### config.mk
export PLATFORM = sky130hd
export DESIGN_NAME = chunked_upload_deframer_unit_flat
export DESIGN_NICKNAME = d
export VERILOG_FILES = /design/src/design/cud_pkg.sv /design/src/design/cud_in_if.sv /design/src/design/cud_out_if.sv /design/src/design/cud_cfg_if.sv /design/src/design/cud_parser.sv /design/src/design/chunked_upload_deframer_unit.sv /design/src/flat_wrapper.sv
export SDC_FILE = /design/constraint.sdc
export NUM_CORES = 1
export LEC_CHECK = 0
export BUFFER_PORTS_ARGS = -buffer_cell sky130_fd_sc_hd__buf_2
export CORE_MARGIN = 8
export CORE_UTILIZATION = 55
export DETAILED_ROUTE_END_ITERATION = 6
export PLACE_DENSITY = 0.87
export SYNTH_ARGS = -nofsm -noshare
export SYNTH_HDL_FRONTEND = slang
export SYNTH_SLANG_ARGS = --single-unit
### constraint.sdc
create_clock -name clk -period 3.9 [get_ports clk]
set_input_delay 0.585 -clock clk [delete_from_list [all_inputs] [get_ports clk]]
set_output_delay 0.585 -clock clk [all_outputs]
set_load 0.1 [all_outputs]
### src/design/cud_pkg.sv
package cud_pkg;

  typedef enum logic [3:0] {
    PH_PREFIX  = 4'b0001,
    PH_SIZE    = 4'b0010,
    PH_CHUNK   = 4'b0100,
    PH_STOPPED = 4'b1000
  } cud_phase_t;

  typedef enum logic [1:0] {
    KIND_PAYLOAD = 2'd0,
    KIND_EOF     = 2'd1,
    KIND_ERROR   = 2'd2
  } cud_kind_t;

  localparam int unsigned CFG_IDX_W  = 8;
  localparam int unsigned CFG_DATA_W = 8;

  localparam logic [CFG_IDX_W-1:0] REG_MIN_PREFIX = 8'd0;
  localparam logic [CFG_IDX_W-1:0] REG_MAX_PREFIX = 8'd1;

  localparam logic [7:0] MIN_PREFIX_RESET = 8'd3;
  localparam logic [7:0] MAX_PREFIX_RESET = 8'd42;

  typedef struct packed {
    cud_kind_t  kind;
    logic [7:0] payload;
    logic [7:0] prefix_value;
    logic       chunk_last;
  } cud_result_t;

endpackage

### src/design/cud_in_if.sv
interface cud_in_if;
  logic       valid;
  logic       ready;
  logic [7:0] data_byte;

  modport source (output valid, output data_byte, input ready);
  modport sink (input valid, input data_byte, output ready);
endinterface

### src/design/cud_out_if.sv
interface cud_out_if;
  logic       valid;
  logic       ready;
  logic [1:0] kind;
  logic [7:0] payload;
  logic [7:0] prefix_value;
  logic       chunk_last;

  modport source (output valid, output kind, output payload, output prefix_value,
                  output chunk_last, input ready);
  modport sink (input valid, input kind, input payload, input prefix_value,
                input chunk_last, output ready);
endinterface

### src/design/cud_cfg_if.sv
interface cud_cfg_if;
  logic       valid;
  logic       ready;
  logic [7:0] index;
  logic [7:0] data;

  modport source (output valid, output index, output data, input ready);
  modport sink (input valid, input index, input data, output ready);
endinterface

### src/design/cud_parser.sv
module cud_parser #(
  parameter int unsigned SIZE_FIELD_BYTES = 4
) (
  input  logic                clk,
  input  logic                rst_n,
  input  logic                in_fire,
  input  logic [7:0]          data_byte,
  input  logic [7:0]          min_prefix,
  input  logic [7:0]          max_prefix,
  output logic                res_valid,
  output cud_pkg::cud_result_t res
);
  import cud_pkg::*;

  localparam int unsigned REM_W = 8 * SIZE_FIELD_BYTES;
  localparam int unsigned CNT_W = $clog2(SIZE_FIELD_BYTES);
  localparam logic [CNT_W-1:0] LAST_CNT = CNT_W'(SIZE_FIELD_BYTES - 1);

  cud_phase_t       phase_r, phase_nxt;
  logic [CNT_W-1:0] cnt_r, cnt_nxt;
  logic [REM_W-1:0] rem_r, rem_nxt;
  logic [7:0]       held_r, held_nxt;
  logic [REM_W-1:0] rem_asm;
  logic             chunk_end;

  always_comb begin
    phase_nxt = phase_r;
    cnt_nxt   = cnt_r;
    rem_nxt   = rem_r;
    held_nxt  = held_r;
    res_valid = 1'b0;
    res       = '0;
    rem_asm   = (cnt_r == '0) ? {{(REM_W-8){1'b0}}, data_byte}
                              : {rem_r[REM_W-9:0], data_byte};
    chunk_end = (rem_r == REM_W'(1));
    case (phase_r)
      PH_PREFIX: begin
        held_nxt = data_byte;
        if ((data_byte < min_prefix) || (data_byte > max_prefix)) begin
          phase_nxt        = PH_STOPPED;
          res_valid        = 1'b1;
          res.kind         = KIND_ERROR;
          res.prefix_value = data_byte;
        end else begin
          phase_nxt = PH_SIZE;
          cnt_nxt   = '0;
          rem_nxt   = '0;
        end
      end
      PH_SIZE: begin
        rem_nxt = rem_asm;
        if (cnt_r == LAST_CNT) begin
          cnt_nxt = '0;
          if (rem_asm == '0) begin
            phase_nxt        = PH_PREFIX;
            res_valid        = 1'b1;
            res.kind         = KIND_EOF;
            res.prefix_value = held_r;
          end else begin
            phase_nxt = PH_CHUNK;
          end
        end else begin
          cnt_nxt = cnt_r + 1'b1;
        end
      end
      PH_CHUNK: begin
        rem_nxt = rem_r - 1'b1;
        if (chunk_end) begin
          phase_nxt = PH_SIZE;
          cnt_nxt   = '0;
        end
        res_valid      = 1'b1;
        res.kind       = KIND_PAYLOAD;
        res.payload    = data_byte;
        res.chunk_last = chunk_end;
      end
      PH_STOPPED: begin
        phase_nxt = PH_STOPPED;
      end
      default: begin
        phase_nxt = PH_PREFIX;
      end
    endcase
  end

  always_ff @(posedge clk) begin
    if (!rst_n) begin
      phase_r <= PH_PREFIX;
      cnt_r   <= '0;
      rem_r   <= '0;
      held_r  <= '0;
    end else if (in_fire) begin
      phase_r <= phase_nxt;
      cnt_r   <= cnt_nxt;
      rem_r   <= rem_nxt;
      held_r  <= held_nxt;
    end
  end

endmodule

### src/design/chunked_upload_deframer_unit.sv
// Output: a result appears on the output in the cycle after the word that causes it.
// Throughput: one word per cycle; a new word is taken while a result waits,
// as long as the output register is empty or being emptied in the same cycle.
// Reset: synchronous, active low; parser returns to expecting a prefix byte and the
// prefix limits return to 3 and 42.
module chunked_upload_deframer_unit #(
  parameter int unsigned SIZE_FIELD_BYTES = 4
) (
  input  logic  clk,
  input  logic  rst_n,
  cud_in_if.sink     in_if,
  cud_out_if.source  out_if,
  cud_cfg_if.sink    cfg_if
);
  import cud_pkg::*;

  logic        in_fire;
  logic        res_valid;
  cud_result_t res;
  logic        out_valid_r;
  cud_result_t out_r;
  logic [7:0]  min_prefix_r;
  logic [7:0]  max_prefix_r;

  assign in_if.ready = !out_valid_r || out_if.ready;
  assign in_fire     = in_if.valid && in_if.ready;
  assign cfg_if.ready = 1'b1;

  always_ff @(posedge clk) begin
    if (!rst_n) begin
      min_prefix_r <= MIN_PREFIX_RESET;
      max_prefix_r <= MAX_PREFIX_RESET;
    end else if (cfg_if.valid) begin
      if (cfg_if.index == REG_MIN_PREFIX) begin
        min_prefix_r <= cfg_if.data;
      end else if (cfg_if.index == REG_MAX_PREFIX) begin
        max_prefix_r <= cfg_if.data;
      end
    end
  end

  cud_parser #(
    .SIZE_FIELD_BYTES(SIZE_FIELD_BYTES)
  ) u_parser (
    .clk        (clk),
    .rst_n      (rst_n),
    .in_fire    (in_fire),
    .data_byte  (in_if.data_byte),
    .min_prefix (min_prefix_r),
    .max_prefix (max_prefix_r),
    .res_valid  (res_valid),
    .res        (res)
  );

  always_ff @(posedge clk) begin
    if (!rst_n) begin
      out_valid_r <= 1'b0;
    end else if (in_fire) begin
      out_valid_r <= res_valid;
    end else if (out_if.ready) begin
      out_valid_r <= 1'b0;
    end
  end

  always_ff @(posedge clk) begin
    if (in_fire && res_valid) begin
      out_r <= res;
    end
  end

  assign out_if.valid        = out_valid_r;
  assign out_if.kind         = out_r.kind;
  assign out_if.payload      = out_r.payload;
  assign out_if.prefix_value = out_r.prefix_value;
  assign out_if.chunk_last   = out_r.chunk_last;

endmodule

### src/flat_wrapper.sv
// flat-port wrapper written by rule: the top's interface ports become plain ports
module chunked_upload_deframer_unit_flat import cud_pkg::*;
#(
  parameter int unsigned SIZE_FIELD_BYTES = 4
)
  (clk, rst_n, in_if_valid, in_if_data_byte, in_if_ready, out_if_valid, out_if_kind, out_if_payload, out_if_prefix_value, out_if_chunk_last, out_if_ready, cfg_if_valid, cfg_if_index, cfg_if_data, cfg_if_ready);
  cud_in_if in_if_i ();
  cud_out_if out_if_i ();
  cud_cfg_if cfg_if_i ();
  input  logic clk;
  input  logic rst_n;
  input wire logic [$bits(in_if_i.valid)-1:0] in_if_valid;
  input wire logic [$bits(in_if_i.data_byte)-1:0] in_if_data_byte;
  output wire logic [$bits(in_if_i.ready)-1:0] in_if_ready;
  output wire logic [$bits(out_if_i.valid)-1:0] out_if_valid;
  output wire logic [$bits(out_if_i.kind)-1:0] out_if_kind;
  output wire logic [$bits(out_if_i.payload)-1:0] out_if_payload;
  output wire logic [$bits(out_if_i.prefix_value)-1:0] out_if_prefix_value;
  output wire logic [$bits(out_if_i.chunk_last)-1:0] out_if_chunk_last;
  input wire logic [$bits(out_if_i.ready)-1:0] out_if_ready;
  input wire logic [$bits(cfg_if_i.valid)-1:0] cfg_if_valid;
  input wire logic [$bits(cfg_if_i.index)-1:0] cfg_if_index;
  input wire logic [$bits(cfg_if_i.data)-1:0] cfg_if_data;
  output wire logic [$bits(cfg_if_i.ready)-1:0] cfg_if_ready;
  assign in_if_i.valid = in_if_valid;
  assign in_if_i.data_byte = in_if_data_byte;
  assign in_if_ready = in_if_i.ready;
  assign out_if_valid = out_if_i.valid;
  assign out_if_kind = out_if_i.kind;
  assign out_if_payload = out_if_i.payload;
  assign out_if_prefix_value = out_if_i.prefix_value;
  assign out_if_chunk_last = out_if_i.chunk_last;
  assign out_if_i.ready = out_if_ready;
  assign cfg_if_i.valid = cfg_if_valid;
  assign cfg_if_i.index = cfg_if_index;
  assign cfg_if_i.data = cfg_if_data;
  assign cfg_if_ready = cfg_if_i.ready;
  chunked_upload_deframer_unit #(.SIZE_FIELD_BYTES(SIZE_FIELD_BYTES)) u_core (.clk(clk), .rst_n(rst_n), .in_if(in_if_i), .out_if(out_if_i), .cfg_if(cfg_if_i));
endmodule
==> impl_metrics.env, run 1 <==
export IMPL_wl_per_cell_um=19.1
export IMPL_seq_area_frac_synth_pct=39.1
export IMPL_syn_area_um2=4680
export IMPL_antenna_found_initial=0
export IMPL_finish_cell_count_without_fillers=661
export IMPL_std_cell_rows=33
export IMPL_final_max_slew_violation_count=0
export IMPL_clock_power_share_pct=32.1
export IMPL_slew_limit_headroom_pct=41.8
export IMPL_drt_iter0_drc=612
export IMPL_fillers=617
export IMPL_rsz0062_at_grt="false"
export IMPL_synth_most_common_cell="dfxtp_1"
export IMPL_max_slew_worst_pin_slew_ps=870
export IMPL_ys_types=69
export IMPL_hold_violations_final=0
export IMPL_vias=4438
export IMPL_postSynthRegisterBits=82
export IMPL_crit_path_max_fanout=19
export IMPL_clkTransAtPathRegs_ps=90
export IMPL_grt_remaining_overflow=0
export IMPL_postLayoutSetupSlackWorst_ps=825
export IMPL_place_worst_setup_slack_ps=833
export IMPL_vias_per_cell=6.71
export IMPL_drt_pass1_iter_count=6
export IMPL_synth_cells_most_frequent="63 x dfxtp_1, 39 x nor2_1, 38 x nand2_1"
export IMPL_mappedNetlistNets=565
export IMPL_postSynth_topFlopCell="dfxtp_1"
export IMPL_power_switching_mw=0.889
export IMPL_nets=599
export IMPL_synth_edff_count=19
export IMPL_grt_util_all_layers_pct=21.4
export IMPL_flow_area_growth_from_synthesis_pct=11.6
export IMPL_fp_dieArea_um2=11700
export IMPL_outcome="completed"
export IMPL_antenna_violating_nets_post_route=0
export IMPL_final_core_occ_pct=63.5
export IMPL_setup_violations=0
export IMPL_n_antenna_cell=0
export IMPL_power_sequential_fraction_pct=39.2
export IMPL_power_density_cell_area_nw_per_um2=472
export IMPL_cts_made_buffers=9
export IMPL_syn_instance_count=517
export IMPL_coreArea_um2=8220
export IMPL_clock_skew_final_ps=16.6
export IMPL_chipHeight_um=108
export IMPL_power_static_leakage_nw=2.02
export IMPL_fin_worst_hold_slack_ps=458
export IMPL_path_class="reg -> reg"
export IMPL_clock_fmax_ghz=0.325
export IMPL_timing_hold_worst_class="in -> reg"
export IMPL_layout_min_cycle_time_ps=3070
export IMPL_power_share_switching_pct=36.1
export IMPL_root_buffer="clkbuf_8"
export IMPL_drive_gt1_share_pct=17.4
export IMPL_clock_insertion_delay_worst_skew_ps=370
export IMPL_required_worst_endpoint_ps=3900
export IMPL_synth_avg_cell_area_um2=9.05
export IMPL_number_of_cells_after_detailed_placement=645
export IMPL_gp_routability_congestion=0.880
export IMPL_crit_arrival_ps=3080
export IMPL_synth_largest_area_cell="dfxtp_1"
export IMPL_floorplan_die_width_um=108
export IMPL_remaining_drc_errors=0
export IMPL_cts_repair_resize_count=0
export IMPL_htreeDepth=3
export IMPL_cap_violations=0
export IMPL_synth_top_cell_area_share_pct=27.0
export IMPL_largest_cells_by_area_after_synthesis="dfxtp_1 27%, edfxtp_1 12%, ha_1 5.1%"
export IMPL_floorplan_io_pins=51
export IMPL_tritoncts="done"
export IMPL_start_util_pct=57.0
export IMPL_crit_path_capture_type="flip-flop"
export IMPL_grt_pass1_wl_mm=20.6
export IMPL_io_buffer_count=49
export IMPL_cellInternalPower_mw=1.57
export IMPL_critical_path_startpoint_type="flip-flop"
export IMPL_cts_hold_fix_buffers=0
export IMPL_multi_input_area_um2=2590
export IMPL_power_combinational_fraction_pct=28.7
export IMPL_dp_wirelength_mm=8.46
export IMPL_ir_drop_v=0.000212
export IMPL_yosysWarningCount=0
export IMPL_layout_area_seq_um2=1830
export IMPL_cts_path_max_buffers=2
export IMPL_setup_tns_final_ps=0
export IMPL_detail_route_wirelength_mm=12.6
export IMPL_asyncSetResetFlopFracSynth_pct=0
export IMPL_finalCritPeriodShare_pct=78.8
export IMPL_post_cts_setup_buffer_count=0
export IMPL_clock_sinks=82
export IMPL_grt_start_max_net_pins=51
export IMPL_via_count_of_the_first_global_routing_pass=4278
[worst max-delay path: stages (launching register included)]
cell and delay [ps]:
dfxtp_1 400, nor4_4 490, and4b_4 340, a31oi_4 120
nor4_4 600, nor2_2 40, a21o_1 220, inv_1 500
[per-stage QoR]
| step | total power [mW] | cell area (µm²) |
|---|---|---|
| after floorplan | 1.51 | 4680 |
| after global placement | 1.65 | 4970 |
| after detailed placement | 1.67 | 4970 |
| after CTS | 2.45 | 5220 |
| after global routing | 2.55 | 5220 |
| final | 2.46 | 5220 |
[cells in the final DEF (no fill, tap or decap), types with 3 or more instances in the layout]
master / count
dfxtp_1: 63
buf_2: 49
nor2_1: 39
nand2_1: 38
a21oi_1: 31
o21ai_0: 30
inv_1: 25
mux2i_1: 23
ha_1: 19
edfxtp_1: 19
nand3_1: 16
nor3_1: 14
o31ai_1: 13
and2_1: 10
clkbuf_8: 9
buf_4: 9
nor4_1: 8
o211ai_1: 8
or3_1: 8
a22o_1: 8
a22oi_1: 8
a211oi_1: 7
a32oi_1: 7
a311oi_1: 6
nand4_1: 5
xnor2_1: 5
nor4_4: 4
a31oi_1: 4
o32ai_1: 4
a21o_1: 3
xor2_1: 3
o311ai_0: 3
o311ai_1: 3
a2111oi_0: 3
bufinv_16: 3
[path summary, 6_finish.rpt]
| check | endpoint | depth (start not counted) | from | slack [ps] |
|---|---|---|---|---|
| max reg2reg | u_core.out_if.payload[2] | 7 | u_core.u_parser.rem_r[8] | 830 |
| min | u_core.max_prefix_r[1] | 3 | cfg_if_data[1] | 460 |
| max | u_core.out_if.payload[2] | 7 | u_core.u_parser.rem_r[8] | 830 |
| min reg2reg | u_core.u_parser.cnt_r[1] | 2 | u_core.u_parser.cnt_r[1] | 480 |
[layout make-up]
class,count,area share (%)
Timing Repair Buffer,58,5.99
Tap cell,105,2.52
Sequential cell,82,35.1
Inverter,27,1.94
Clock inverter,7,2.49
Clock buffer,9,2.37
Multi-Input combinational cell,373,49.6
[registers in the layout, summed over array words and instances, names as in the netlist]
name                        flops
u_core.out_if.valid             1
u_core.out_if.payload           8
u_core.min_prefix_r             8
u_core.u_parser.held_r          8
u_core.max_prefix_r             8
u_core.u_parser.rem_r          32
u_core.out_if.kind              2
u_core.out_if.chunk_last        1
u_core.u_parser.phase_r         4
u_core.u_parser.cnt_r           2
u_core.out_if.prefix_value      8
[kinds of logic (layout without fill, tap and decap cells)]
| logic type | count (synthesis) | count (layout) | synth area share (%) |
|---|---|---|---|
| multiplexers | 23 | 23 | 4.92 |
| XOR/XNOR | 8 | 8 | 1.50 |
| AND/OR/NAND/NOR | 167 | 167 | 20.2 |
| adder cells (fa/ha/maj) | 19 | 19 | 5.08 |
| AO/OA/AOI/OAI | 155 | 155 | 23.4 |
| other | 1 | 1 | 0.0801 |
| flip-flops | 82 | 82 | 39.1 |
| buffers and inverters | 62 | 101 | 5.64 |
[per-layer routing]
| metal | GRT usage (%) | share of wire (%) | wire, µm | up-vias |
|---|---|---|---|---|
| li1 | - | - | - | 2013 |
| met1 | 26.5 | 39 | 4940 | 2096 |
| met2 | 35.5 | 50 | 6300 | 294 |
| met3 | 4.16 | 9.2 | 1160 | 35 |
| met4 | 9.12 | 1.8 | 231 | 0 |
| met5 | 0 | 0 | 0 | - |
[power by group through the flow]
| stage | Clock, mW | Combinational [mW] | Sequential [mW] |
|---|---|---|---|
| 2_1_floorplan | 0 | 0.441 | 1.07 |
| 3_3_place_gp | 0 | 0.666 | 0.981 |
| 3_5_place_dp | 0 | 0.683 | 0.984 |
| 4_1_cts | 0.791 | 0.690 | 0.965 |
| 5_1_grt | 0.826 | 0.751 | 0.971 |
| 6_report | 0.790 | 0.706 | 0.966 |
Power figures use the tool's default switching activity.
==> run 2: changes to the inputs <==
CORE_UTILIZATION = 53   (was 55)
PLACE_DENSITY = 0.88   (was 0.87)
clock period = 2.55 ns   (was 3.9 ns; I/O delays follow)
==> impl_metrics.env, run 2 (same netlist as run 1, synthesis figures left out) <==
export IMPL_outcome="completed"
export IMPL_fp_dieArea_um2=12100
export IMPL_nets=628
export IMPL_clock_fmax_ghz=0.405
export IMPL_start_util_pct=54.2
export IMPL_crit_path_capture_type="flip-flop"
export IMPL_drive_gt1_share_pct=22.7
export IMPL_worstHoldEndpoint="u_core.max_prefix_r[1]"
export IMPL_clkTransAtPathRegs_ps=90
export IMPL_report_power_total_mw=3.79
export IMPL_setup_violations=0
export IMPL_largest_reg_flops=32
export IMPL_n_antenna_cell=0
export IMPL_antenna_violating_nets_post_route=0
export IMPL_clock_insertion_delay_worst_skew_ps=370
export IMPL_placed_cell_area_um2=5230
export IMPL_final_cell_mix="62 x dfxtp_1, 49 x buf_2, 39 x nor2_1"
export IMPL_layout_min_cycle_time_ps=2470
export IMPL_remaining_drc_errors=0
export IMPL_worstReg2RegStart="u_core.u_parser.rem_r[1]"
export IMPL_critical_path_slowest_cell="or4_1"
export IMPL_chipHeight_um=110
export IMPL_required_worst_endpoint_ps=2640
export IMPL_post_cts_setup_buffer_count=0
export IMPL_worst_path_dominant_cell_family="simple AND/OR/NAND/NOR gates"
export IMPL_vias_per_cell=6.62
export IMPL_cts_path_max_buffers=2
export IMPL_clock_power_share_pct=29.4
export IMPL_register_bank_with_the_most_flops="u_core.u_parser.rem_r"
export IMPL_antenna_found_initial=0
export IMPL_io_buffer_count=49
export IMPL_finalCritPeriodShare_pct=96.7
export IMPL_final_design_area_no_fill_um2=5500
export IMPL_multi_input_area_um2=2620
export IMPL_gp_routability_congestion=0.903
export IMPL_power_static_leakage_nw=2.17
export IMPL_drt_pass1_iter_count=5
export IMPL_power_sequential_fraction_pct=38.7
export IMPL_power_combinational_fraction_pct=31.9
export IMPL_detail_route_wirelength_mm=13.7
export IMPL_hold_violations_final=0
export IMPL_std_cell_rows=34
export IMPL_tritoncts="done"
export IMPL_floorplan_die_width_um=110
export IMPL_critical_path_max_stage_delay_ps=620
export IMPL_crit_path_max_fanout=19
export IMPL_path_class="reg -> reg"
export IMPL_ir_drop_v=0.000338
export IMPL_cts_hold_fix_buffers=0
export IMPL_power_density_cell_area_nw_per_um2=689
export IMPL_fillers=658
export IMPL_reg2reg_depth=8
export IMPL_timing_hold_worst_class="in -> reg"
export IMPL_flow_area_growth_from_synthesis_pct=17.4
export IMPL_clock_skew_final_ps=7.19
export IMPL_path_cells="or4_1 -> nor2_4 -> a31oi_4 -> nor4_4 -> nor2_2 -> a21o_1 -> clkinvlp_4 -> buf_12"
export IMPL_max_slew_worst_pin_slew_ps=595
export IMPL_grt_util_all_layers_pct=22.8
export IMPL_r2r_slack_ps=80
export IMPL_cellInternalPower_mw=2.40
export IMPL_root_buffer="clkbuf_8"
export IMPL_via_count_of_the_first_global_routing_pass=4428
export IMPL_coreArea_um2=8640
export IMPL_grt_start_max_net_pins=51
export IMPL_vias=4591
export IMPL_power_switching_mw=1.39
export IMPL_final_core_occ_pct=63.6
export IMPL_htreeDepth=3
export IMPL_cts_made_buffers=9
export IMPL_critical_path_startpoint_type="flip-flop"
export IMPL_r2r_end="u_core.out_if.payload[3]"
export IMPL_wl_per_cell_um=19.8
export IMPL_whs_path_depth=3
export IMPL_crit_arrival_ps=2550
export IMPL_power_share_switching_pct=36.7
export IMPL_floorplan_io_pins=51
export IMPL_min_delay_start="cfg_if_data[1]"
export IMPL_dp_wirelength_mm=9.30
export IMPL_final_max_slew_violation_count=0
export IMPL_critical_path_buf_inv_count=2
export IMPL_cap_violations=0
export IMPL_grt_remaining_overflow=0
export IMPL_drt_iter0_drc=514
export IMPL_most_common_cell_after_layout_fill_and_taps_aside="dfxtp_1"
export IMPL_layout_area_seq_um2=1830
export IMPL_grt_pass1_wl_mm=22.0
export IMPL_slew_limit_headroom_pct=60.0
export IMPL_clock_sinks=82
## run 2: power by group through the flow
stage | clock (mW) | sequential [mW] | combinational [mW]
2_1_floorplan | 0 | 1.64 | 0.676
3_3_place_gp | 0 | 1.49 | 1.13
3_5_place_dp | 0 | 1.49 | 1.16
4_1_cts | 1.12 | 1.46 | 1.17
5_1_grt | 1.18 | 1.47 | 1.29
6_report | 1.11 | 1.47 | 1.21
## run 2: worst max path at each step
| stage | start | end | slack (ps) | cells past startpoint |
|---|---|---|---|---|
| after floorplan | u_core.out_if.valid | u_core.out_if.chunk_last | 40 | 5 |
| after global placement | in_if_data_byte[1] | u_core.u_parser.rem_r[30] | 20 | 11 |
| after detailed placement | in_if_data_byte[1] | u_core.u_parser.rem_r[30] | -120 | 11 |
| after CTS | u_core.u_parser.rem_r[1] | u_core.out_if.payload[3] | 90 | 8 |
| after global routing | u_core.u_parser.rem_r[1] | u_core.u_parser.rem_r[28] | -8 | 9 |
| final | u_core.u_parser.rem_r[1] | u_core.out_if.payload[3] | 80 | 8 |
## run 2: final cells by class
| class | instances | area share [%] |
|---|---|---|
| Multi-Input combinational cell | 373 | 47.7 |
| Sequential cell | 82 | 33.4 |
| Timing Repair Buffer | 87 | 10.3 |
| Tap cell | 108 | 2.46 |
| Clock buffer | 9 | 2.25 |
| Clock inverter | 7 | 1.98 |
| Inverter | 27 | 1.91 |
## run 2: what timing repair did
item,4_1_cts,5_1_grt
setup endpoints to repair,1,49
cloned,0,0
gates resized for setup,1,7
## run 2: worst register-to-register path, delay by kind of cell (launching register included)
kind	cells	cell delay [ps]
and+or+nand+nor	4	1180
buffers and inverters	2	250
DFF	1	380
AOI/OAI and AO/OA	2	370
## run 2: per-layer routing
layer / vias up / wire [µm] / GRT usage [%]
met5: - / 0 / 0
met4: 0 / 453 / 12.8
li1: 2072 / - / -
met2: 315 / 6670 / 36.4
met3: 46 / 1380 / 4.69
met1: 2158 / 5200 / 28.2
## run 2: stage by stage
step	TNS (ps)	setup slack [ps]	hold WS [ps]	std cells
finish	0	83.5	254	693
global route	-7.66	-7.66	250	693
CTS	0	93.3	243	693
detailed placement	-481	-119	480	677
global placement	0	24.3	459	677
floorplan	0	37.6	445	517
==> run 3: changes to the inputs <==
CORE_UTILIZATION = 45   (was 53)
PLACE_DENSITY = 0.67   (was 0.88)
==> impl_metrics.env, run 3 (same netlist as run 1, synthesis figures left out) <==
export IMPL_placed_cell_area_um2=5290
export IMPL_outcome="completed"
export IMPL_cts_made_buffers=9
export IMPL_clock_fmax_ghz=0.417
export IMPL_whs_path_depth=3
export IMPL_path_cells="inv_1 -> ha_1 -> nor2b_1 -> o211ai_1 -> a21oi_1 -> o22a_1 -> o21ai_2 -> inv_2 -> buf_4 -> a2111oi_0 -> a211oi_1"
export IMPL_grt_remaining_overflow=0
export IMPL_power_density_cell_area_nw_per_um2=656
export IMPL_hold_violations_final=0
export IMPL_power_sequential_fraction_pct=40.7
export IMPL_grt_start_max_net_pins=51
export IMPL_crit_path_max_fanout=13
export IMPL_critical_path_max_stage_delay_ps=410
export IMPL_detail_route_wirelength_mm=13.0
export IMPL_timing_hold_worst_class="in -> reg"
export IMPL_wl_per_cell_um=18.0
export IMPL_postLayoutSetupSlackWorst_ps=150
export IMPL_clock_power_share_pct=26.1
export IMPL_chipHeight_um=118
export IMPL_vias=4341
export IMPL_largest_reg_flops=32
export IMPL_clkTransAtPathRegs_ps=90
export IMPL_antenna_found_initial=0
export IMPL_clock_sinks=82
export IMPL_worst_path_dominant_cell_family="compound AO/OA/AOI/OAI gates"
export IMPL_nets=631
export IMPL_most_common_cell_after_layout_fill_and_taps_aside="dfxtp_1"
export IMPL_n_antenna_cell=0
export IMPL_worst_path_stages=11
export IMPL_dp_wirelength_mm=9.06
export IMPL_flow_area_growth_from_synthesis_pct=17.3
export IMPL_max_slew_worst_pin_slew_ps=586
export IMPL_root_buffer="clkbuf_8"
export IMPL_floorplan_io_pins=51
export IMPL_register_bank_with_the_most_flops="u_core.u_parser.rem_r"
export IMPL_vias_per_cell=6.00
export IMPL_power_share_switching_pct=36.7
export IMPL_path_class="reg -> reg"
export IMPL_grt_util_all_layers_pct=18.5
export IMPL_setup_tns_final_ps=0
export IMPL_via_count_of_the_first_global_routing_pass=4269
export IMPL_critical_path_slowest_cell="a2111oi_0"
export IMPL_drt_pass1_iter_count=5
export IMPL_layout_min_cycle_time_ps=2400
export IMPL_critical_path_startpoint_type="flip-flop"
export IMPL_fin_worst_hold_slack_ps=253
export IMPL_power_switching_mw=1.32
export IMPL_finalCritPeriodShare_pct=94.1
export IMPL_power_combinational_fraction_pct=33.2
export IMPL_final_max_slew_violation_count=0
export IMPL_final_design_area_no_fill_um2=5490
export IMPL_drive_gt1_share_pct=22.1
export IMPL_clock_insertion_delay_worst_skew_ps=360
export IMPL_coreArea_um2=10200
export IMPL_start_util_pct=45.7
export IMPL_floorplan_die_width_um=118
export IMPL_critical_path_buf_inv_count=3
export IMPL_report_power_total_mw=3.60
export IMPL_reg2reg_depth=11
export IMPL_cts_path_max_buffers=2
export IMPL_crit_path_capture_type="flip-flop"
export IMPL_required_worst_endpoint_ps=2770
export IMPL_drt_iter0_drc=303
export IMPL_setup_violations=0
export IMPL_clock_skew_final_ps=9.98
export IMPL_fp_dieArea_um2=13900
export IMPL_std_cell_rows=37
export IMPL_io_buffer_count=49
export IMPL_power_static_leakage_nw=2.16
export IMPL_htreeDepth=3
export IMPL_rsz0062_at_grt="false"
export IMPL_final_cell_mix="62 x dfxtp_1, 49 x buf_2, 39 x nor2_1"
export IMPL_antenna_violating_nets_post_route=0
export IMPL_final_core_occ_pct=53.6
export IMPL_crit_arrival_ps=2620
export IMPL_cap_violations=0
export IMPL_number_of_cells_after_detailed_placement=708
export IMPL_cts_hold_fix_buffers=0
export IMPL_gp_routability_congestion=0.901
export IMPL_remaining_drc_errors=0
export IMPL_tritoncts="done"
export IMPL_slew_limit_headroom_pct=60.9
export IMPL_finish_cell_count_without_fillers=724
export IMPL_ir_drop_v=0.000330
export IMPL_grt_pass1_wl_mm=21.6
export IMPL_place_worst_setup_slack_ps=-24.3
export IMPL_cellInternalPower_mw=2.28
## run 3: cell types whose count changed in the layout (fill, tap and decap cells not counted), moves of 2 or more
cell and delta:
buf_4 +2, clkbuf_1 +2, inv_6 -2, inv_8 -2
o311ai_0 +2, o311ai_1 -2
## run 3: power by group through the flow
stage          registers, mW  clock network [mW]  logic, mW
3_5_place_dp            1.49                   0       1.17
3_3_place_gp            1.49                   0       1.16
5_1_grt                 1.47                1.01       1.28
4_1_cts                 1.46               0.954       1.18
2_1_floorplan           1.64                   0      0.676
6_report                1.46               0.940       1.20
## run 3: worst min-delay path, delay by kind of cell
| family | cells | cell delay (ps) |
|---|---|---|
| buf+inv | 1 | 90 |
| simple gates | 1 | 50 |
| mux | 1 | 60 |
## run 3: layout make-up
| cell class | count | area [µm²] |
|---|---|---|
| fill | 957 | 4740 |
| multi-input combinational | 373 | 2600 |
| sequential | 82 | 1830 |
| timing repair buffer | 90 | 594 |
| tap | 136 | 170 |
| clock buffer | 11 | 131 |
| inverter | 27 | 105 |
| clock inverter | 5 | 56.3 |
## run 3: worst paths after layout
check	start	to	slack (ps)
worst max-delay path	u_core.max_prefix_r[1]	u_core.u_parser.rem_r[1]	150
worst min-delay path	cfg_if_data[1]	u_core.max_prefix_r[1]	250
worst max register to register	u_core.max_prefix_r[1]	u_core.u_parser.rem_r[1]	150
worst min register to register	u_core.u_parser.rem_r[27]	u_core.u_parser.rem_r[27]	480
## run 3: routing by layer
metal / up-vias / part of all wire, % / wire length, µm / global-route usage, %
li1: 2087 / - / - / -
met1: 2086 / 45 / 5910 / 24.2
met2: 151 / 47 / 6180 / 30.3
met3: 17 / 5.6 / 734 / 3.55
met4: 0 / 1.5 / 196 / 5.44
met5: - / 0 / 0 / 0
## run 3: what timing repair did
action                                  CTS  global route
buffers inserted                          0             0
resized for setup                         0             3
endpoints found under the setup margin    0            17
endpoints found under the hold margin     0             0
